--- src/rtl/sorted_unique_insert_table_unit_assert.svh ---
// Assertion shorthands used by the table unit RTL.
`ifndef SORTED_UNIQUE_INSERT_TABLE_UNIT_ASSERT_SVH
`define SORTED_UNIQUE_INSERT_TABLE_UNIT_ASSERT_SVH

// same-cycle implication
`define SUI_ASSERT_NOW(lbl, ante, cons, msg) \
   lbl: assert property (@(posedge clock) disable iff (reset) (ante) |-> (cons)) \
      else $error(msg);

// next-cycle implication
`define SUI_ASSERT_NEXT(lbl, ante, cons, msg) \
   lbl: assert property (@(posedge clock) disable iff (reset) (ante) |=> (cons)) \
      else $error(msg);

`endif

--- src/rtl/sui_pkg.sv ---
`timescale 1ns / 1ps
package sui_pkg;

   localparam int CAPACITY = 16;
   localparam int IDX_W    = (CAPACITY > 1) ? $clog2(CAPACITY) : 1;
   localparam int CNT_W    = $clog2(CAPACITY + 1);

   localparam int CMD_W    = 2;
   localparam int VAL_W    = 32;
   localparam int STAT_W   = 3;
   localparam int POS_W    = 6;
   localparam int ECNT_W   = 7;

   localparam logic [CMD_W-1:0] CMD_INSERT = 2'd0;
   localparam logic [CMD_W-1:0] CMD_READ   = 2'd1;
   localparam logic [CMD_W-1:0] CMD_CLEAR  = 2'd2;

   localparam logic [STAT_W-1:0] ST_INSERTED  = 3'd0;
   localparam logic [STAT_W-1:0] ST_DUPLICATE = 3'd1;
   localparam logic [STAT_W-1:0] ST_FULL      = 3'd2;
   localparam logic [STAT_W-1:0] ST_ENTRY     = 3'd3;
   localparam logic [STAT_W-1:0] ST_EMPTY     = 3'd4;
   localparam logic [STAT_W-1:0] ST_CLEARED   = 3'd5;

   // broadcast from control to every cell
   typedef struct packed {
      logic                    ins_en;
      logic                    rot_en;
      logic signed [VAL_W-1:0] ins_value;
      logic [CNT_W-1:0]        count;
   } cell_ctl_type;

endpackage

--- src/rtl/sui_req_if.sv ---
`timescale 1ns / 1ps
interface sui_req_if;
   import sui_pkg::*;

   logic                    valid;
   logic                    ready;
   logic [CMD_W-1:0]        cmd;
   logic signed [VAL_W-1:0] value;

   modport source (output valid, cmd, value, input ready);
   modport sink   (input valid, cmd, value, output ready);
endinterface

--- src/rtl/sui_rsp_if.sv ---
`timescale 1ns / 1ps
interface sui_rsp_if;
   import sui_pkg::*;

   logic                    valid;
   logic                    ready;
   logic [STAT_W-1:0]       status;
   logic [POS_W-1:0]        position;
   logic signed [VAL_W-1:0] entry_value;
   logic [ECNT_W-1:0]       entry_count;
   logic                    last;

   modport source (output valid, status, position, entry_value, entry_count, last,
                   input ready);
   modport sink   (input valid, status, position, entry_value, entry_count, last,
                   output ready);
endinterface

--- src/rtl/sui_cell.sv ---
`timescale 1ns / 1ps
module sui_cell (
   input  logic                             clock,
   input  sui_pkg::cell_ctl_type            ctl,
   input  logic [sui_pkg::IDX_W-1:0]        my_index,
   input  logic                             left_lt,
   input  logic signed [sui_pkg::VAL_W-1:0] left_entry,
   input  logic signed [sui_pkg::VAL_W-1:0] right_entry,
   input  logic signed [sui_pkg::VAL_W-1:0] wrap_entry,
   output logic                             lt,
   output logic                             eq,
   output logic signed [sui_pkg::VAL_W-1:0] entry
);
   import sui_pkg::*;

   logic signed [VAL_W-1:0] entry_ff;
   logic signed [VAL_W-1:0] entry_in;
   logic [CNT_W-1:0]        idx_ext;
   logic                    occupied;
   logic                    is_tail;

   assign idx_ext  = CNT_W'(my_index);
   assign occupied = idx_ext < ctl.count;
   assign is_tail  = (idx_ext + CNT_W'(1)) == ctl.count;

   assign lt    = occupied && (entry_ff < ctl.ins_value);
   assign eq    = occupied && (entry_ff == ctl.ins_value);
   assign entry = entry_ff;

   always_comb begin
      entry_in = entry_ff;
      if (ctl.ins_en) begin
         // below the slot: keep; at the slot: new value; above: shift up
         if (!lt) begin
            if (my_index == '0 || left_lt) begin
               entry_in = ctl.ins_value;
            end else begin
               entry_in = left_entry;
            end
         end
      end else if (ctl.rot_en) begin
         entry_in = is_tail ? wrap_entry : right_entry;
      end
   end

   always_ff @(posedge clock) begin
      entry_ff <= entry_in;
   end

endmodule

--- src/rtl/sorted_unique_insert_table_unit.sv ---
`timescale 1ns / 1ps
// Sorted unique table: holds up to CAPACITY signed 32-bit values in strictly
// ascending order in a row of compare-and-shift cells. Insert (cmd 0) places the
// value at its sorted slot: every cell compares against the broadcast value, the
// cell at the slot takes it and cells above it take their lower neighbor's
// entry. A duplicate is rejected (status 1) even if the table is full; otherwise
// a full table rejects with status 2. Clear (cmd 2) and insert each give one
// item, and req.ready comes back the next cycle if rsp takes the item then;
// code 3 is swallowed with no item out. Read-all (cmd 1) streams the entries in
// order through cell 0 while the row rotates down one place per item, and holds
// req off until the last entry has been registered, longer if rsp stalls; an
// empty table gives a single status 4 item. After a read the row is back in its
// original order. Every rsp item carries last; a finished item waits in the
// output register, and the next request is taken only in a cycle where that
// register is empty or drains.
module sorted_unique_insert_table_unit (
   input  logic       clock,
   input  logic       reset,
   sui_req_if.sink    req,
   sui_rsp_if.source  rsp
);
   import sui_pkg::*;

   `include "sorted_unique_insert_table_unit_assert.svh"

   typedef enum logic {
      S_IDLE,
      S_READ
   } state_type;

   state_type               state_ff;
   logic [CNT_W-1:0]        count_ff;
   logic [IDX_W-1:0]        rd_idx_ff;

   logic                    rsp_valid_ff;
   logic [STAT_W-1:0]       status_ff;
   logic [POS_W-1:0]        position_ff;
   logic signed [VAL_W-1:0] value_ff;
   logic [ECNT_W-1:0]       ecount_ff;
   logic                    last_ff;

   // cell row
   cell_ctl_type            ctl;
   logic [CAPACITY-1:0]     lt_vec;
   logic [CAPACITY-1:0]     eq_vec;
   logic signed [VAL_W-1:0] entries [CAPACITY];

   logic                    out_free;
   logic                    accept;
   logic                    dup;
   logic                    full;
   logic [CNT_W-1:0]        ins_pos;
   logic                    rd_last;

   assign out_free = !rsp_valid_ff || rsp.ready;
   assign req.ready = (state_ff == S_IDLE) && out_free;
   assign accept   = req.valid && req.ready;

   assign dup     = |eq_vec;
   assign full    = count_ff == CNT_W'(CAPACITY);
   // compare flags form a thermometer, so their count is the slot
   assign ins_pos = CNT_W'($countones(lt_vec));
   assign rd_last = (CNT_W'(rd_idx_ff) + CNT_W'(1)) == count_ff;

   always_comb begin
      ctl.ins_en    = accept && (req.cmd == CMD_INSERT) && !dup && !full;
      ctl.rot_en    = (state_ff == S_READ) && out_free;
      ctl.ins_value = req.value;
      ctl.count     = count_ff;
   end

   for (genvar i = 0; i < CAPACITY; i++) begin : g_cell
      logic                    left_lt;
      logic signed [VAL_W-1:0] left_entry;
      logic signed [VAL_W-1:0] right_entry;

      if (i == 0) begin : g_head
         assign left_lt    = 1'b0;
         assign left_entry = entries[0];
      end else begin : g_body
         assign left_lt    = lt_vec[i-1];
         assign left_entry = entries[i-1];
      end

      if (i == CAPACITY - 1) begin : g_end
         assign right_entry = entries[0];
      end else begin : g_mid
         assign right_entry = entries[i+1];
      end

      sui_cell u_cell (
         .clock       (clock),
         .ctl         (ctl),
         .my_index    (IDX_W'(i)),
         .left_lt     (left_lt),
         .left_entry  (left_entry),
         .right_entry (right_entry),
         .wrap_entry  (entries[0]),
         .lt          (lt_vec[i]),
         .eq          (eq_vec[i]),
         .entry       (entries[i])
      );
   end

   always_ff @(posedge clock) begin
      if (reset) begin
         state_ff     <= S_IDLE;
         count_ff     <= '0;
         rd_idx_ff    <= '0;
         rsp_valid_ff <= 1'b0;
      end else begin
         if (out_free) begin
            rsp_valid_ff <= 1'b0;
         end
         case (state_ff)
            S_IDLE: begin
               if (accept) begin
                  case (req.cmd)
                     CMD_INSERT: begin
                        rsp_valid_ff <= 1'b1;
                        value_ff     <= req.value;
                        last_ff      <= 1'b1;
                        if (dup) begin
                           status_ff   <= ST_DUPLICATE;
                           position_ff <= POS_W'(ins_pos);
                           ecount_ff   <= ECNT_W'(count_ff);
                        end else if (full) begin
                           status_ff   <= ST_FULL;
                           position_ff <= '0;
                           ecount_ff   <= ECNT_W'(count_ff);
                        end else begin
                           status_ff   <= ST_INSERTED;
                           position_ff <= POS_W'(ins_pos);
                           ecount_ff   <= ECNT_W'(count_ff) + ECNT_W'(1);
                           count_ff    <= count_ff + CNT_W'(1);
                        end
                     end
                     CMD_READ: begin
                        if (count_ff == '0) begin
                           rsp_valid_ff <= 1'b1;
                           status_ff    <= ST_EMPTY;
                           position_ff  <= '0;
                           value_ff     <= '0;
                           ecount_ff    <= '0;
                           last_ff      <= 1'b1;
                        end else begin
                           state_ff  <= S_READ;
                           rd_idx_ff <= '0;
                        end
                     end
                     CMD_CLEAR: begin
                        count_ff     <= '0;
                        rsp_valid_ff <= 1'b1;
                        status_ff    <= ST_CLEARED;
                        position_ff  <= '0;
                        value_ff     <= '0;
                        ecount_ff    <= '0;
                        last_ff      <= 1'b1;
                     end
                     default: begin
                        // unused code: dropped
                     end
                  endcase
               end
            end
            S_READ: begin
               // cell 0 always holds the next entry in order
               if (out_free) begin
                  rsp_valid_ff <= 1'b1;
                  status_ff    <= ST_ENTRY;
                  position_ff  <= POS_W'(rd_idx_ff);
                  value_ff     <= entries[0];
                  ecount_ff    <= ECNT_W'(count_ff);
                  last_ff      <= rd_last;
                  rd_idx_ff    <= rd_idx_ff + IDX_W'(1);
                  if (rd_last) begin
                     state_ff <= S_IDLE;
                  end
               end
            end
            default: begin
               state_ff <= S_IDLE;
            end
         endcase
      end
   end

   assign rsp.valid       = rsp_valid_ff;
   assign rsp.status      = status_ff;
   assign rsp.position    = position_ff;
   assign rsp.entry_value = value_ff;
   assign rsp.entry_count = ecount_ff;
   assign rsp.last        = last_ff;

   `SUI_ASSERT_NOW(a_count_bound, 1'b1, count_ff <= CNT_W'(CAPACITY),
      "entry count above capacity")
   `SUI_ASSERT_NOW(a_sorted_head, ctl.ins_en, !(lt_vec[0] == 1'b0 && lt_vec[1] == 1'b1),
      "compare flags not a thermometer")
   `SUI_ASSERT_NEXT(a_clear_empties, accept && req.cmd == CMD_CLEAR, count_ff == '0,
      "clear left entries behind")
   `SUI_ASSERT_NOW(a_read_last_pos,
      rsp_valid_ff && status_ff == ST_ENTRY && last_ff,
      ECNT_W'(position_ff) + ECNT_W'(1) == ecount_ff,
      "final read item not at the top entry")
   `SUI_ASSERT_NOW(a_no_insert_in_read, state_ff == S_READ, !ctl.ins_en,
      "insert during read-out")

endmodule
--- src/flat_wrapper.sv ---
// flat-port wrapper written by rule: the top's interface ports become plain ports
module sorted_unique_insert_table_unit_flat import sui_pkg::*;
  (clock, reset, req_valid, req_cmd, req_value, req_ready, rsp_valid, rsp_status, rsp_position, rsp_entry_value, rsp_entry_count, rsp_last, rsp_ready);
  sui_req_if req_i ();
  sui_rsp_if rsp_i ();
  input  logic clock;
  input  logic reset;
  input wire logic [$bits(req_i.valid)-1:0] req_valid;
  input wire logic [$bits(req_i.cmd)-1:0] req_cmd;
  input wire logic [$bits(req_i.value)-1:0] req_value;
  output wire logic [$bits(req_i.ready)-1:0] req_ready;
  output wire logic [$bits(rsp_i.valid)-1:0] rsp_valid;
  output wire logic [$bits(rsp_i.status)-1:0] rsp_status;
  output wire logic [$bits(rsp_i.position)-1:0] rsp_position;
  output wire logic [$bits(rsp_i.entry_value)-1:0] rsp_entry_value;
  output wire logic [$bits(rsp_i.entry_count)-1:0] rsp_entry_count;
  output wire logic [$bits(rsp_i.last)-1:0] rsp_last;
  input wire logic [$bits(rsp_i.ready)-1:0] rsp_ready;
  assign req_i.valid = req_valid;
  assign req_i.cmd = req_cmd;
  assign req_i.value = req_value;
  assign req_ready = req_i.ready;
  assign rsp_valid = rsp_i.valid;
  assign rsp_status = rsp_i.status;
  assign rsp_position = rsp_i.position;
  assign rsp_entry_value = rsp_i.entry_value;
  assign rsp_entry_count = rsp_i.entry_count;
  assign rsp_last = rsp_i.last;
  assign rsp_i.ready = rsp_ready;
  sorted_unique_insert_table_unit u_core (.clock(clock), .reset(reset), .req(req_i), .rsp(rsp_i));
endmodule
--- config.mk ---
export PLATFORM = sky130hd
export DESIGN_NAME = sorted_unique_insert_table_unit_flat
export DESIGN_NICKNAME = d
export VERILOG_FILES = /design/src/rtl/sui_pkg.sv /design/src/rtl/sui_req_if.sv /design/src/rtl/sui_rsp_if.sv /design/src/rtl/sui_cell.sv /design/src/rtl/sorted_unique_insert_table_unit.sv /design/src/flat_wrapper.sv
export VERILOG_INCLUDE_DIRS = /design/src /design/src/rtl
export SDC_FILE = /design/constraint.sdc
export NUM_CORES = 2
export LEC_CHECK = 0
export BUFFER_PORTS_ARGS = -buffer_cell sky130_fd_sc_hd__buf_2
export CAP_MARGIN = 20
export CORE_UTILIZATION = 40
export DETAILED_ROUTE_END_ITERATION = 10
export PLACE_DENSITY = 0.58
export SLEW_MARGIN = 30
export SYNTH_ARGS = -nofsm -noshare
export SYNTH_HDL_FRONTEND = slang
export SYNTH_SLANG_ARGS = --single-unit
--- constraint.sdc ---
create_clock -name clock -period 21.5 [get_ports clock]
set_input_delay 4.3 -clock clock [delete_from_list [all_inputs] [get_ports clock]]
set_output_delay 4.3 -clock clock [all_outputs]
set_load 0.03 [all_outputs]
==> impl_metrics.ini <==
[outcome]
status = completed

[synth]
seq_area_frac_synth = 0.377
ys_warn_count = 0
synth-seq-cells = 570
synthTopCellsByCount = 646 x nand2_1, 559 x edfxtp_1, 533 x ha_1
synthArstFlopShare = 0
yosys-top-cells-area = edfxtp_1 37%, ha_1 15%, mux2i_1 9.4%, nand2_1 5.4%, a21oi_1 5.4%
synth.cell_area_um2 = 45100
synthCells = 4712
syn_avg_cell_area_um2 = 9.57
ys_types = 80
synth_top_area_share = 0.372
post-synth-top-count-cell = nand2_1
synth_area_leader_cell = edfxtp_1
synth_ff_type = edfxtp_1
synth_edf_count = 559

[cts]
cts_buffer_depth = 3
cts_resized = 0
cts_sinks = 570
hold_buffers = 0
numCtsBuffers = 73
cts_root_buffer = clkbuf_16
cts_htree_levels = 3
cts_tree = built
clk_latency_ps = 670
path_clk_slew_ps = 50
cts_setup_buffers = 0

[sta]
layout_setup_ws_ps = 10600
tns_ps = 0
fmax_mhz = 91.8
drv_slew = 0
finClkSkew_ps = 32.6
maxSlewHeadroom = 0.255
period_minus_slack_ps = 10900
rsz0062_at_grt = no
setup_viol = 0
period_share = 0.507
hold_viol = 0
tightest_slew_ps = 1110

[cells_and_area]
layout.nets = 5198
layout.cells.non_filler = 6159
syn_to_final_growth_pct = 9.72
fin_util = 0.445
fin_area_um2 = 49500
drive_above_1_share = 0.0878

[pwr]
ir_drop_mv = 0.0561
power_leakage_nw = 21.3
power.density_nw_per_um2 = 61.8

[drt]
ant_nets = 0
drtPass1Iterations = 6
drt-total-wl_um = 191000
drt_iter0_markers = 4886
avgRoutedWirePerCell_um = 31.0
via_per_inst = 6.44
vias = 39663
drcViolationCount = 0

[critical_path]
reg2reg_depth = 19
reg2reg_from = u_core.g_cell[0].u_cell.entry[15]
cp.arrival_ps = 11290
worst_r2r_endpoint = u_core.rsp.position[3]
endpoint_kind = flop
critPathKind = input pin to flop
start_kind = input pin
r2r_slack_ps = 14570
path_max_fanout = 18
cp.required_ps = 21900

[global_route]
grt_overflow = 0
grt_pass1_wl_um = 271000
grt_usage = 0.329
grt_pass1_vias = 36755
grt_max_degree = 109
antenna_found_initial = 3

[floorplan]
coreArea_um2 = 111000
rows = 122
die_w_um = 338
start_util = 0.405
die_area_um2 = 114000
ios = 89
die_h_um = 338

[min_path]
hold_start = u_core.rd_idx_ff[1]
hp-class = flop to flop
hold_end = u_core.rd_idx_ff[1]
holdPathStages = 2

[flow_run]
cap_violations = 0

[place]
dp_cells = 6027
gp_congestion = 1.00
post_dp_cell_area_um2 = 47000
pre_cts_ws_ps = 9960
dpl.hpwl_um = 129000
io_buffers = 86
==> power by group <==
part / switching [W] / internal (W) / total (W)
Clock: 0.000529 / 0.000746 / 0.00128
Sequential: 0.0000559 / 0.00128 / 0.00133
Combinational: 0.000301 / 0.000149 / 0.000450
Total: 0.000886 / 0.00217 / 0.00306
==> worst max path at each step <==
stage / from / slack (ps) / end
global route: req_value[11] / 10300 / u_core.rsp.position[3]
detailed placement: req_value[23] / 9960 / u_core.rsp.position[3]
CTS: req_value[23] / 10600 / u_core.rsp.position[3]
floorplan: req_value[5] / 11000 / u_core.rsp.position[3]
finish: req_value[11] / 10600 / u_core.rsp.position[3]
global placement: req_value[5] / 9870 / u_core.rsp.position[3]
==> logic make-up after synthesis <==
logic type	share of synthesized area
compound gates	0.188
simple gates	0.134
flops	0.377
fa+ha+maj	0.153
buf+inv	0.0427
mux	0.104
xor+xnor	0.00117
other cells	0.0000831
==> state kept, by name (all words and copies together) (netlist names) <==
register                    count
u_core.rd_idx_ff                4
u_core.g_cell.u_cell.entry    512
u_core.count_ff                 5
u_core.rsp.entry_value         32
u_core.rsp.valid                1
u_core.state_ff                 1
u_core.rsp.entry_count          6
u_core.rsp.last                 1
u_core.rsp.status               3
u_core.rsp.position             5
==> routing by layer <==
layer / global-route usage / routed length (um) / up-vias
met5: 0 / 20 / -
met4: 0.159 / 10100 / 2
met3: 0.0507 / 17400 / 440
met2: 0.506 / 84000 / 2227
met1: 0.452 / 79600 / 19460
li1: - / - / 17534
==> metrics by stage <==
step,power [W],hold WS (ps)
after detailed placement,0.00179,565
after floorplan,0.00161,515
after global placement,0.00178,557
after global routing,0.00315,611
after CTS,0.00306,577
final,0.00306,574
==> critical path, cell delays in order <==
cell	delay [ps]
buf_2	290
inv_1	430
ha_1	470
a21oi_1	160
o21ai_0	210
a211oi_1	760
a2111oi_0	280
a211oi_1	460
mux2i_4	390
inv_1	190
ha_1	240
fa_1	520
fa_1	450
fa_1	550
inv_1	60
fa_1	530
inv_1	50
ha_1	220
fa_1	380
xor2_1	170
a22o_1	190
==> placed cells by master, fill, tap and decap left out, drive strengths merged, types with 55 or more instances in the layout <==
| cell type | n |
|---|---|
| buf | 174 |
| nand2 | 646 |
| a211oi | 177 |
| nand3 | 55 |
| edfxtp | 559 |
| o21ai | 454 |
| nor2 | 100 |
| nor2b | 176 |
| nand4 | 98 |
| inv | 135 |
| a21oi | 483 |
| clkbuf | 90 |
| mux2i | 426 |
| ha | 533 |
==> layout make-up <==
cell class | instances | area (um^2)
well taps | 1488 | 1860
diodes | 2 | 5.00
inverters | 131 | 492
clock inverters | 38 | 390
flip-flops and latches | 570 | 17000
fillers | 10659 | 61800
repair buffers | 174 | 1200
clock buffers | 90 | 1980
multi-input cells | 3666 | 26600
Power figures use the tool's default switching activity.
